==> src/sv/adr_pkg.sv <==
package adr_pkg;

   localparam int PHI_BITS_DEF  = 10;
   localparam int FRAC_BITS_DEF = 4;
   localparam int ETA_W         = 12;
   localparam int DETA_W        = 12;
   localparam int DR_W          = 17;

endpackage

==> src/sv/adr_if.sv <==
interface adr_req_if #(
   parameter int PHI_BITS = adr_pkg::PHI_BITS_DEF
);
   logic                            valid;
   logic                            ready;
   logic signed [adr_pkg::ETA_W-1:0] eta_a;
   logic        [PHI_BITS-1:0]       phi_a;
   logic signed [adr_pkg::ETA_W-1:0] eta_b;
   logic        [PHI_BITS-1:0]       phi_b;

   modport source (output valid, eta_a, phi_a, eta_b, phi_b, input ready);
   modport sink   (input valid, eta_a, phi_a, eta_b, phi_b, output ready);
endinterface

interface adr_rsp_if #(
   parameter int PHI_BITS = adr_pkg::PHI_BITS_DEF
);
   logic                         valid;
   logic                         ready;
   logic [PHI_BITS-1:0]          abs_dphi;
   logic [adr_pkg::DETA_W-1:0]   abs_deta;
   logic [adr_pkg::DR_W-1:0]     delta_r;

   modport source (output valid, abs_dphi, abs_deta, delta_r, input ready);
   modport sink   (input valid, abs_dphi, abs_deta, delta_r, output ready);
endinterface

==> src/sv/adr_sqrt_pipe.sv <==
module adr_sqrt_pipe #(
   parameter int RAD_W  = 33,
   parameter int SIDE_W = 22
) (
   input  logic                        clock,
   input  logic                        reset,
   input  logic                        in_valid,
   output logic                        in_ready,
   input  logic [RAD_W-1:0]            in_rad,
   input  logic [SIDE_W-1:0]           in_side,
   output logic                        out_valid,
   input  logic                        out_ready,
   output logic [(RAD_W+1)/2-1:0]      out_root,
   output logic [SIDE_W-1:0]           out_side
);

   localparam int ROOT_W = (RAD_W + 1) / 2;
   localparam int RADE_W = 2 * ROOT_W;
   localparam int REM_W  = ROOT_W + 1;
   localparam int ACC_W  = ROOT_W + 3;
   localparam int LAST   = ROOT_W - 1;

   // One result bit is settled in each stage, most significant first.
   logic                v_ff    [ROOT_W];
   logic [ROOT_W-1:0]   root_ff [ROOT_W];
   logic [SIDE_W-1:0]   side_ff [ROOT_W];
   logic [REM_W-1:0]    rem_ff  [LAST];
   logic [RADE_W-1:0]   rad_ff  [LAST];
   logic                en      [ROOT_W];
   logic [RADE_W-1:0]   rad_ext;

   assign rad_ext = RADE_W'(in_rad);

   genvar k;
   for (k = 0; k < ROOT_W; k++) begin : g_stage
      localparam int I = ROOT_W - 1 - k;
      logic                pv;
      logic [REM_W-1:0]    prem;
      logic [ROOT_W-1:0]   proot;
      logic [RADE_W-1:0]   prad;
      logic [SIDE_W-1:0]   pside;
      logic [ACC_W-1:0]    acc;
      logic [ACC_W-1:0]    trial;
      logic                ge;
      logic [ROOT_W-1:0]   root_in;

      if (k == 0) begin : g_first
         assign pv    = in_valid;
         assign prem  = '0;
         assign proot = '0;
         assign prad  = rad_ext;
         assign pside = in_side;
      end else begin : g_next
         assign pv    = v_ff[k-1];
         assign prem  = rem_ff[k-1];
         assign proot = root_ff[k-1];
         assign prad  = rad_ff[k-1];
         assign pside = side_ff[k-1];
      end

      if (k == LAST) begin : g_en_last
         assign en[k] = !v_ff[k] || out_ready;
      end else begin : g_en_mid
         assign en[k] = !v_ff[k] || en[k+1];
      end

      assign acc     = {prem, prad[2*I+1:2*I]};
      assign trial   = {1'b0, proot, 2'b01};
      assign ge      = acc >= trial;
      assign root_in = {proot[ROOT_W-2:0], ge};

      always_ff @(posedge clock) begin
         if (reset) begin
            v_ff[k] <= 1'b0;
         end else if (en[k]) begin
            v_ff[k] <= pv;
         end
      end

      always_ff @(posedge clock) begin
         if (en[k]) begin
            root_ff[k] <= root_in;
            side_ff[k] <= pside;
         end
      end

      if (k < LAST) begin : g_rem
         logic [ACC_W-1:0] diff;
         logic [REM_W-1:0] rem_in;

         assign diff   = acc - trial;
         assign rem_in = ge ? diff[REM_W-1:0] : acc[REM_W-1:0];

         always_ff @(posedge clock) begin
            if (en[k]) begin
               rem_ff[k] <= rem_in;
               rad_ff[k] <= prad;
            end
         end
      end
   end

   assign in_ready  = en[0];
   assign out_valid = v_ff[LAST];
   assign out_root  = root_ff[LAST];
   assign out_side  = side_ff[LAST];

endmodule

==> src/sv/angular_distance_delta_r.sv <==
// Channel  Direction  Payload
// req      in         eta_a, phi_a, eta_b, phi_b
// rsp      out        abs_dphi, abs_deta, delta_r
//
// One transfer is taken in every cycle while req.ready is high. Most of the pipeline is
// the square root, which resolves one result bit per pipeline stage.
// Reset clears every valid bit; data registers are not reset.
// A stage holds only while the stage after it is full and stalled, so bubbles are
// squeezed out and req.ready falls only when the whole pipeline is full.
module angular_distance_delta_r #(
   parameter int PHI_BITS  = adr_pkg::PHI_BITS_DEF,
   parameter int FRAC_BITS = adr_pkg::FRAC_BITS_DEF
) (
   input  logic    clock,
   input  logic    reset,
   adr_req_if.sink   req,
   adr_rsp_if.source rsp
);

   localparam int ETA_W  = adr_pkg::ETA_W;
   localparam int DETA_W = adr_pkg::DETA_W;
   localparam int DR_W   = adr_pkg::DR_W;
   localparam int HALF   = 1 << (PHI_BITS - 1);
   localparam int SQP_W  = 2 * PHI_BITS;
   localparam int SQE_W  = 2 * DETA_W;
   localparam int SUM_W  = (((2 * PHI_BITS - 2) > SQE_W) ? (2 * PHI_BITS - 2) : SQE_W) + 1;
   localparam int RAD_W  = SUM_W + 2 * FRAC_BITS;
   localparam int ROOT_W = (RAD_W + 1) / 2;
   localparam int SIDE_W = PHI_BITS + DETA_W;

   logic en1, en2, en3, en_out;
   logic sq_in_ready;

   // Stage 1: absolute differences.
   logic [PHI_BITS-1:0] dphi;
   logic [ETA_W:0]      deta;
   logic [ETA_W:0]      deta_neg;
   logic [PHI_BITS-1:0] s1_adphi_in;
   logic [DETA_W-1:0]   s1_adeta_in;
   logic                s1_v_ff;
   logic [PHI_BITS-1:0] s1_adphi_ff;
   logic [DETA_W-1:0]   s1_adeta_ff;

   assign dphi        = req.phi_a - req.phi_b;
   assign s1_adphi_in = (dphi <= PHI_BITS'(HALF)) ? dphi : PHI_BITS'(0) - dphi;
   assign deta        = {req.eta_a[ETA_W-1], req.eta_a} - {req.eta_b[ETA_W-1], req.eta_b};
   assign deta_neg    = (ETA_W + 1)'(0) - deta;
   assign s1_adeta_in = deta[ETA_W] ? deta_neg[DETA_W-1:0] : deta[DETA_W-1:0];

   always_ff @(posedge clock) begin
      if (reset) begin
         s1_v_ff <= 1'b0;
      end else if (en1) begin
         s1_v_ff <= req.valid;
      end
   end

   always_ff @(posedge clock) begin
      if (en1) begin
         s1_adphi_ff <= s1_adphi_in;
         s1_adeta_ff <= s1_adeta_in;
      end
   end

   // Stage 2: squares.
   logic [SQP_W-1:0]    s2_sqp_in;
   logic [SQE_W-1:0]    s2_sqe_in;
   logic                s2_v_ff;
   logic [SQP_W-1:0]    s2_sqp_ff;
   logic [SQE_W-1:0]    s2_sqe_ff;
   logic [PHI_BITS-1:0] s2_adphi_ff;
   logic [DETA_W-1:0]   s2_adeta_ff;

   assign s2_sqp_in = SQP_W'(s1_adphi_ff) * SQP_W'(s1_adphi_ff);
   assign s2_sqe_in = SQE_W'(s1_adeta_ff) * SQE_W'(s1_adeta_ff);

   always_ff @(posedge clock) begin
      if (reset) begin
         s2_v_ff <= 1'b0;
      end else if (en2) begin
         s2_v_ff <= s1_v_ff;
      end
   end

   always_ff @(posedge clock) begin
      if (en2) begin
         s2_sqp_ff   <= s2_sqp_in;
         s2_sqe_ff   <= s2_sqe_in;
         s2_adphi_ff <= s1_adphi_ff;
         s2_adeta_ff <= s1_adeta_ff;
      end
   end

   // Stage 3: sum of squares, scaled for the fraction bits of the root.
   logic [RAD_W-1:0]  s3_rad_in;
   logic              s3_v_ff;
   logic [RAD_W-1:0]  s3_rad_ff;
   logic [SIDE_W-1:0] s3_side_ff;

   assign s3_rad_in = (RAD_W'(s2_sqp_ff) + RAD_W'(s2_sqe_ff)) << (2 * FRAC_BITS);

   always_ff @(posedge clock) begin
      if (reset) begin
         s3_v_ff <= 1'b0;
      end else if (en3) begin
         s3_v_ff <= s2_v_ff;
      end
   end

   always_ff @(posedge clock) begin
      if (en3) begin
         s3_rad_ff  <= s3_rad_in;
         s3_side_ff <= {s2_adphi_ff, s2_adeta_ff};
      end
   end

   // Square root stages.
   logic              sq_out_valid;
   logic [ROOT_W-1:0] sq_root;
   logic [SIDE_W-1:0] sq_side;

   adr_sqrt_pipe #(
      .RAD_W  (RAD_W),
      .SIDE_W (SIDE_W)
   ) u_sqrt (
      .clock     (clock),
      .reset     (reset),
      .in_valid  (s3_v_ff),
      .in_ready  (sq_in_ready),
      .in_rad    (s3_rad_ff),
      .in_side   (s3_side_ff),
      .out_valid (sq_out_valid),
      .out_ready (en_out),
      .out_root  (sq_root),
      .out_side  (sq_side)
   );

   // Output register with saturation of the root.
   logic [DR_W-1:0]     dr_in;
   logic                out_v_ff;
   logic [PHI_BITS-1:0] out_adphi_ff;
   logic [DETA_W-1:0]   out_adeta_ff;
   logic [DR_W-1:0]     out_dr_ff;

   if (ROOT_W > DR_W) begin : g_sat
      assign dr_in = (|sq_root[ROOT_W-1:DR_W]) ? '1 : sq_root[DR_W-1:0];
   end else begin : g_nosat
      assign dr_in = DR_W'(sq_root);
   end

   always_ff @(posedge clock) begin
      if (reset) begin
         out_v_ff <= 1'b0;
      end else if (en_out) begin
         out_v_ff <= sq_out_valid;
      end
   end

   always_ff @(posedge clock) begin
      if (en_out) begin
         out_adphi_ff <= sq_side[SIDE_W-1:DETA_W];
         out_adeta_ff <= sq_side[DETA_W-1:0];
         out_dr_ff    <= dr_in;
      end
   end

   assign en_out = !out_v_ff || rsp.ready;
   assign en3    = !s3_v_ff || sq_in_ready;
   assign en2    = !s2_v_ff || en3;
   assign en1    = !s1_v_ff || en2;

   assign req.ready    = en1;
   assign rsp.valid    = out_v_ff;
   assign rsp.abs_dphi = out_adphi_ff;
   assign rsp.abs_deta = out_adeta_ff;
   assign rsp.delta_r  = out_dr_ff;

endmodule

==> src/flat_wrapper.sv <==
// flat-port wrapper written by rule: the top's interface ports become plain ports
module angular_distance_delta_r_flat 
#(
   parameter int PHI_BITS  = adr_pkg::PHI_BITS_DEF,
   parameter int FRAC_BITS = adr_pkg::FRAC_BITS_DEF
)
  (clock, reset, req_valid, req_eta_a, req_phi_a, req_eta_b, req_phi_b, req_ready, rsp_valid, rsp_abs_dphi, rsp_abs_deta, rsp_delta_r, rsp_ready);
  adr_req_if #(.PHI_BITS(PHI_BITS)) req_i ();
  adr_rsp_if #(.PHI_BITS(PHI_BITS)) rsp_i ();
  input  logic clock;
  input  logic reset;
  input wire logic [$bits(req_i.valid)-1:0] req_valid;
  input wire logic [$bits(req_i.eta_a)-1:0] req_eta_a;
  input wire logic [$bits(req_i.phi_a)-1:0] req_phi_a;
  input wire logic [$bits(req_i.eta_b)-1:0] req_eta_b;
  input wire logic [$bits(req_i.phi_b)-1:0] req_phi_b;
  output wire logic [$bits(req_i.ready)-1:0] req_ready;
  output wire logic [$bits(rsp_i.valid)-1:0] rsp_valid;
  output wire logic [$bits(rsp_i.abs_dphi)-1:0] rsp_abs_dphi;
  output wire logic [$bits(rsp_i.abs_deta)-1:0] rsp_abs_deta;
  output wire logic [$bits(rsp_i.delta_r)-1:0] rsp_delta_r;
  input wire logic [$bits(rsp_i.ready)-1:0] rsp_ready;
  assign req_i.valid = req_valid;
  assign req_i.eta_a = req_eta_a;
  assign req_i.phi_a = req_phi_a;
  assign req_i.eta_b = req_eta_b;
  assign req_i.phi_b = req_phi_b;
  assign req_ready = req_i.ready;
  assign rsp_valid = rsp_i.valid;
  assign rsp_abs_dphi = rsp_i.abs_dphi;
  assign rsp_abs_deta = rsp_i.abs_deta;
  assign rsp_delta_r = rsp_i.delta_r;
  assign rsp_i.ready = rsp_ready;
  angular_distance_delta_r #(.PHI_BITS(PHI_BITS), .FRAC_BITS(FRAC_BITS)) u_core (.clock(clock), .reset(reset), .req(req_i), .rsp(rsp_i));
endmodule
==> config.mk <==
export PLATFORM = sky130hd
export DESIGN_NAME = angular_distance_delta_r_flat
export DESIGN_NICKNAME = d
export VERILOG_FILES = /design/src/sv/adr_pkg.sv /design/src/sv/adr_if.sv /design/src/sv/adr_sqrt_pipe.sv /design/src/sv/angular_distance_delta_r.sv /design/src/flat_wrapper.sv
export SDC_FILE = /design/constraint.sdc
export NUM_CORES = 2
export LEC_CHECK = 0
export BUFFER_PORTS_ARGS = -buffer_cell sky130_fd_sc_hd__buf_2
export CAP_MARGIN = 20
export CORE_MARGIN = 5
export CORE_UTILIZATION = 30
export DETAILED_ROUTE_END_ITERATION = 6
export GPL_ROUTABILITY_DRIVEN = 0
export PLACE_DENSITY = 0.43
export SYNTH_ARGS = -nofsm -noshare
export SYNTH_HDL_FRONTEND = slang
export SYNTH_HIERARCHICAL = 1
export SYNTH_SLANG_ARGS = --single-unit
export TNS_END_PERCENT = 10
==> constraint.sdc <==
create_clock -name clock -period 10.2 [get_ports clock]
set_input_delay 1.02 -clock clock [delete_from_list [all_inputs] [get_ports clock]]
set_output_delay 1.02 -clock clock [all_outputs]
set_load 0.005 [all_outputs]
**Word level (Yosys, flattened, before mapping)**

Memories as Yosys holds them, arrays and structs flattened. A register that Yosys moved wholly into a read port is not among the register bits.
Cells that the tools add are included.

- Output and inout bits: 41
- Input bits: 48
- Memories: 5
- RAM bits: 1512
- Memory bits (read-only): 0
- Bits in registers: 139
- Logic and storage cells: 222
- Bits in latches: 0

Memory list:

| name | depth | bits a word | read ports | clocked after Yosys merged registers in | wr ports | line | RTL |
|---|---|---|---|---|---|---|---|
| u_core.u_sqrt.rad_ff | 16 | 34 | 16 | 0 | 16 | adr_sqrt_pipe.sv:28 | `logic [RADE_W-1:0] rad_ff [LAST];` |
| u_core.u_sqrt.side_ff | 17 | 22 | 17 | 1 | 17 | adr_sqrt_pipe.sv:26 | `logic [SIDE_W-1:0] side_ff [ROOT_W];` |
| u_core.u_sqrt.root_ff | 17 | 17 | 17 | 1 | 17 | adr_sqrt_pipe.sv:25 | `logic [ROOT_W-1:0] root_ff [ROOT_W];` |
| u_core.u_sqrt.rem_ff | 16 | 18 | 16 | 0 | 16 | adr_sqrt_pipe.sv:27 | `logic [REM_W-1:0] rem_ff [LAST];` |
| u_core.u_sqrt.v_ff | 17 | 1 | 17 | 0 | 17 | adr_sqrt_pipe.sv:24 | `logic v_ff [ROOT_W];` |

- Bitwise operators: 17
- Shift-type cells: 0
- Mux-type cells: 105
- Div/mod/pow operators: 0
- Reduce and logical (&&, ||, !) cells: 42
- Equal/unequal tests: 0
- Add/sub/neg operators: 21
- $lt $le $gt $ge: 18
- Multiply operators: 2

Operator list:

| kind | number |
|---|---|
| $ge 20x19->1 | 16 |
| $mux 18 | 16 |
| $sub 18x18->18 | 15 |
| $mux 1 | 87 |
| $add 20x24->25 | 1 |
| $mul 12x12->24 | 1 |
| $logic_not 1->1 | 21 |
| $logic_or 1x1->1 | 21 |
| $mul 10x10->20 | 1 |
| $or 1x1->1 | 17 |
| $sub 12x12->13 | 1 |
| $mux 12 | 1 |
| $sub 1x12->12 const A | 1 |
| $le 10x10->1 const B | 1 |
| $mux 10 | 1 |
| $sub 1x10->10 const A | 1 |
| $sub 10x10->10 | 1 |
| $sub 1x1->2 const B | 1 |
| $ge 1x1->1 const B | 1 |

**Logic depth before layout (Yosys ltp)**

- Depth after elaboration: 23
- Gate-level depth with buffers: 22
- Mapped depth without buffers: 21

**Hierarchy**

The synthesis kept the hierarchy.

Modules (own cells, without submodules):

| module | times used | area each (sq um) | cells each |
|---|---|---|---|
| adr_sqrt_pipe | 1 | 43639.4 | 2770 |
| angular_distance_delta_r | 1 | 14412.6 | 1323 |

**Least setup slack after synthesis**

OpenSTA, ideal clock, no wires.

- Path type: input -> register
- From: in rsp_ready
- To: reg u_core.s2_adeta_ff[10], enable pin
- Data arrival time: 8.949 ns
- Required time: 9.784 ns
- Stages: 12
- Setup slack: 0.835 ns
- Library setup time: 0.416 ns
- Path through: nand2b_1 nor2b_1 and3_1 inv_1 nor3_1 inv_1 nor2_1 and3_1 nand2_1 nor2b_1 and2_1 inv_1

RTL lines:

| element | line | RTL |
|---|---|---|
| start: declaration | flat_wrapper.sv:22 | `input wire logic [$bits(rsp_i.ready)-1:0] rsp_ready;` |
| end signal: assignment | angular_distance_delta_r.sv:90 | `s2_adeta_ff <= s1_adeta_ff;` |
| end: declaration | angular_distance_delta_r.sv:72 | `logic [DETA_W-1:0] s2_adeta_ff;` |

==> summary.txt <==
Die
  • IO Pins: 89
  • Rows: 161
  • DIE WIDTH: ~450 um
  • DIE AREA: ~200000 um2
  • Initial Utilization: 0.301
  • Core area: between 150000 and 200000 um2
  • Die height: 450 um

Yosys
  • Syn Area/Cell: about 14 um2
  • Synth area leader: edfxtp_1
  • Mapped Cells: between 4000 and 5000
  • Post-synth EDFFs: 1250
  • Top-area cell type share of the netlist area: 0.647
  • Ys flop type: edfxtp_1
  • Seq/Total Area, Yosys: 0.648
  • Post-synth top cells: edfxtp_1 (1250), inv_1 (499), ha_1 (318)
  • Ys async rst share: 0
  • Flops & latches, synth: ~1300
  • Yosys cell types: 100
  • Post-Syn Area: between 50000 and 60000 um2
  • Largest cells by area after synthesis: edfxtp_1 (65%), ha_1 (6.9%), fa_1 (4.6%), inv_1 (3.2%), xnor2_1 (2.7%)
  • Top-count cell post-synth: edfxtp_1
  • Yosys warns: 6

Critical path
  • Critical Path Source: rsp_ready
  • R2R cell count: 17
  • Capturing point of the worst reg2reg path: u_core/s2_sqe_ff[21]
  • Crit path kind: in2out
  • WP data required: 9180 ps
  • CP Capture Type: primary output
  • Reg2reg start: u_core/s1_adeta_ff[3]
  • CP Launch Type: input port
  • Maximum fanout along the worst path: 62
  • R2R Setup Slk: 4390 ps
  • Critical Path AT: just under 6000 ps

CTS
  • CTS tree: done
  • Htree depth: 4
  • Hold_buf cts: 0
  • Setup repair bufs after CTS: 0
  • CTS max path bufs: 3
  • CTS clk-pin slew, worst paths: roughly 60 ps
  • Cts bufs inserted: 142
  • Clk sinks: 1254
  • Clk root buf: clkbuf_16
  • Resize count post-CTS: 0
  • Clock Latency Late Sink: around 750 ps

Timing
  • Min cycle time layout: slightly below 7000 ps
  • Final setup viols: 0
  • Total negative setup slack: 0 ps
  • Relative slew margins: 0.314
  • RSZ-0062 raised after global routing: no
  • Tightest Pin Transition: between 1000 and 1500 ps
  • Fin Clk Skew: roughly 42 ps
  • Final Cycle Share: 0.676
  • Hold Vio Cnt, Final: 0
  • Max Clock Freq: 145 MHz
  • WHS: 396 ps
  • Fin. max-slew vios: 0

Min path
  • Worst Hold Depth: 0
  • HP Start: u_core/u_sqrt/rad_ff[0][103]
  • WHS Endpoint: u_core/u_sqrt/rad_ff[0][137]
  • Worst min path class: reg2reg

Place
  • Port Buffers: between 80 and 90
  • Post-DP HPWL: around 77000 um
  • Post-DP Area: a little over 60000 um2

Drt
  • DR vias: 30400
  • DRC: 0
  • DR iter-0 viols: 1419
  • Vias per inst: between 4 and 5
  • DR WL/cell: 15.3 um
  • WL final: between 100000 and 150000 um
  • Drt pass-1 iters: 5
  • Antenna-violating nets left: 0

Layout
  • Layout cells sized above 1: 0.105
  • Final std cell area, no fill: approximately 66000 um2
  • P&R area growth vs syn: 14.3%
  • Fillers: ~19000
  • Final #Nets: 4794

GRT
  • Grt total ovfl: 0
  • First-pass GRT wire length: 173000 um
  • Total track usage: 0.106
  • Largest net degree at the start of global routing: between 70 and 80
  • Initial antenna violation count: 1
  • Vias in the first global route: 31700

Run status
  • Outcome: finished, final reports clean

Flow run
  • Max Cap Violations: 0
## metrics by stage
stage / worst slack, ps / cells / utilization
detailed placement: 3140 / 6676 / 0.320
finish: 3310 / 6934 / 0.345
floorplan: 835 / 4100 / -
global route: 2770 / 6934 / 0.345
global placement: 3190 / 6675 / 0.320
CTS: 3130 / 6931 / 0.344
## state kept, by name, indices dropped and copies added (netlist names), 9 cells and up
signal / flops
u_core/rsp.abs_dphi: 10
u_core/s1_adeta_ff: 12
u_core/s1_adphi_ff: 10
u_core/u_sqrt/rad_ff: 280
u_core/u_sqrt/v_ff: 17
u_core/s2_sqp_ff: 19
u_core/u_sqrt/side_ff: 374
u_core/rsp.delta_r: 17
u_core/s3_rad_ff: 25
u_core/s2_adeta_ff: 11
u_core/s2_sqe_ff: 23
u_core/s2_adphi_ff: 9
u_core/u_sqrt/rem_ff: 264
u_core/rsp.abs_deta: 12
u_core/u_sqrt/root_ff: 145
u_core/s3_side_ff: 22
## worst max-delay path by stage
stage / to / slack [ps] / depth (start not counted)
floorplan: u_core/s2_adeta_ff[10] / 840 / 12
global placement: req_ready / 3190 / 17
detailed placement: req_ready / 3140 / 17
CTS: req_ready / 3130 / 17
global route: req_ready / 2770 / 17
finish: req_ready / 3310 / 17
## per-layer routing
metal,vias up,track usage,share of wire
met4,0,0.0344,0.025
met1,14700,0.130,0.43
met3,167,0.0201,0.032
li1,15100,-,-
met5,-,0,0
met2,355,0.187,0.51
## cells in the final DEF, fill, tap and decap left out, types with 17 or more instances in the layout
master,synthesis,layout
o21ai_1,17,17
or3_1,34,34
nand2b_1,58,57
nand3_1,42,39
xnor2_1,177,177
clkbuf_16,0,145
edfxtp_1,1250,1250
nor3_1,65,64
inv_1,499,490
o21a_1,47,47
clkinv_1,0,40
nor2b_1,40,40
ha_1,318,318
xor2_1,100,100
a31oi_1,29,29
or2_2,20,20
a21oi_1,202,202
o21ai_0,118,118
mux2_2,65,65
nand4_1,32,32
nor4_1,19,18
buf_2,9,88
fa_1,132,132
nor2_1,185,185
buf_4,1,19
clkbuf_1,45,20
and3_1,18,18
a21o_1,46,46
nand2_1,201,194
and2_1,80,80
## cell type report
type | instances | area [um2] | share of cell area
diodes | 1 | 2.50 | 0.0000377
clock buffers | 165 | 3700 | 0.0558
clock inverters | 90 | 962 | 0.0145
inverters | 501 | 1880 | 0.0283
multi-input cells | 2287 | 18400 | 0.277
flip-flops and latches | 1254 | 37600 | 0.567
well taps | 2526 | 3160 | 0.0476
repair buffers | 110 | 641 | 0.00965
## worst max-delay path: stages
cell,delay [ps]
buf_2,90
nand2b_2,150
buf_4,290
nor2b_1,380
and3_1,270
inv_2,40
buf_4,340
nor3_1,590
inv_2,370
nor2_1,660
and3_1,490
nand2_2,100
nor2b_1,270
and2_1,270
nand2_1,80
buf_4,240
buf_2,180
## logic make-up (layout without fill, tap and decap cells)
family / Yosys count / after routing / share of synthesized area
AO/OA/AOI/OAI: 599 / 599 / 0.0656
flip-flops: 1254 / 1254 / 0.648
buffers and inverters: 559 / 866 / 0.0365
AND/OR/NAND/NOR: 874 / 874 / 0.0788
XOR/XNOR: 279 / 279 / 0.0424
other: 2 / 10 / 0.000129
adder cells (fa/ha/maj): 450 / 450 / 0.114
multiplexers: 76 / 76 / 0.0145
Power is left out: the tool's default activity adds up to more than one toggle a clock period on the data nets, which glitch-free logic cannot reach.
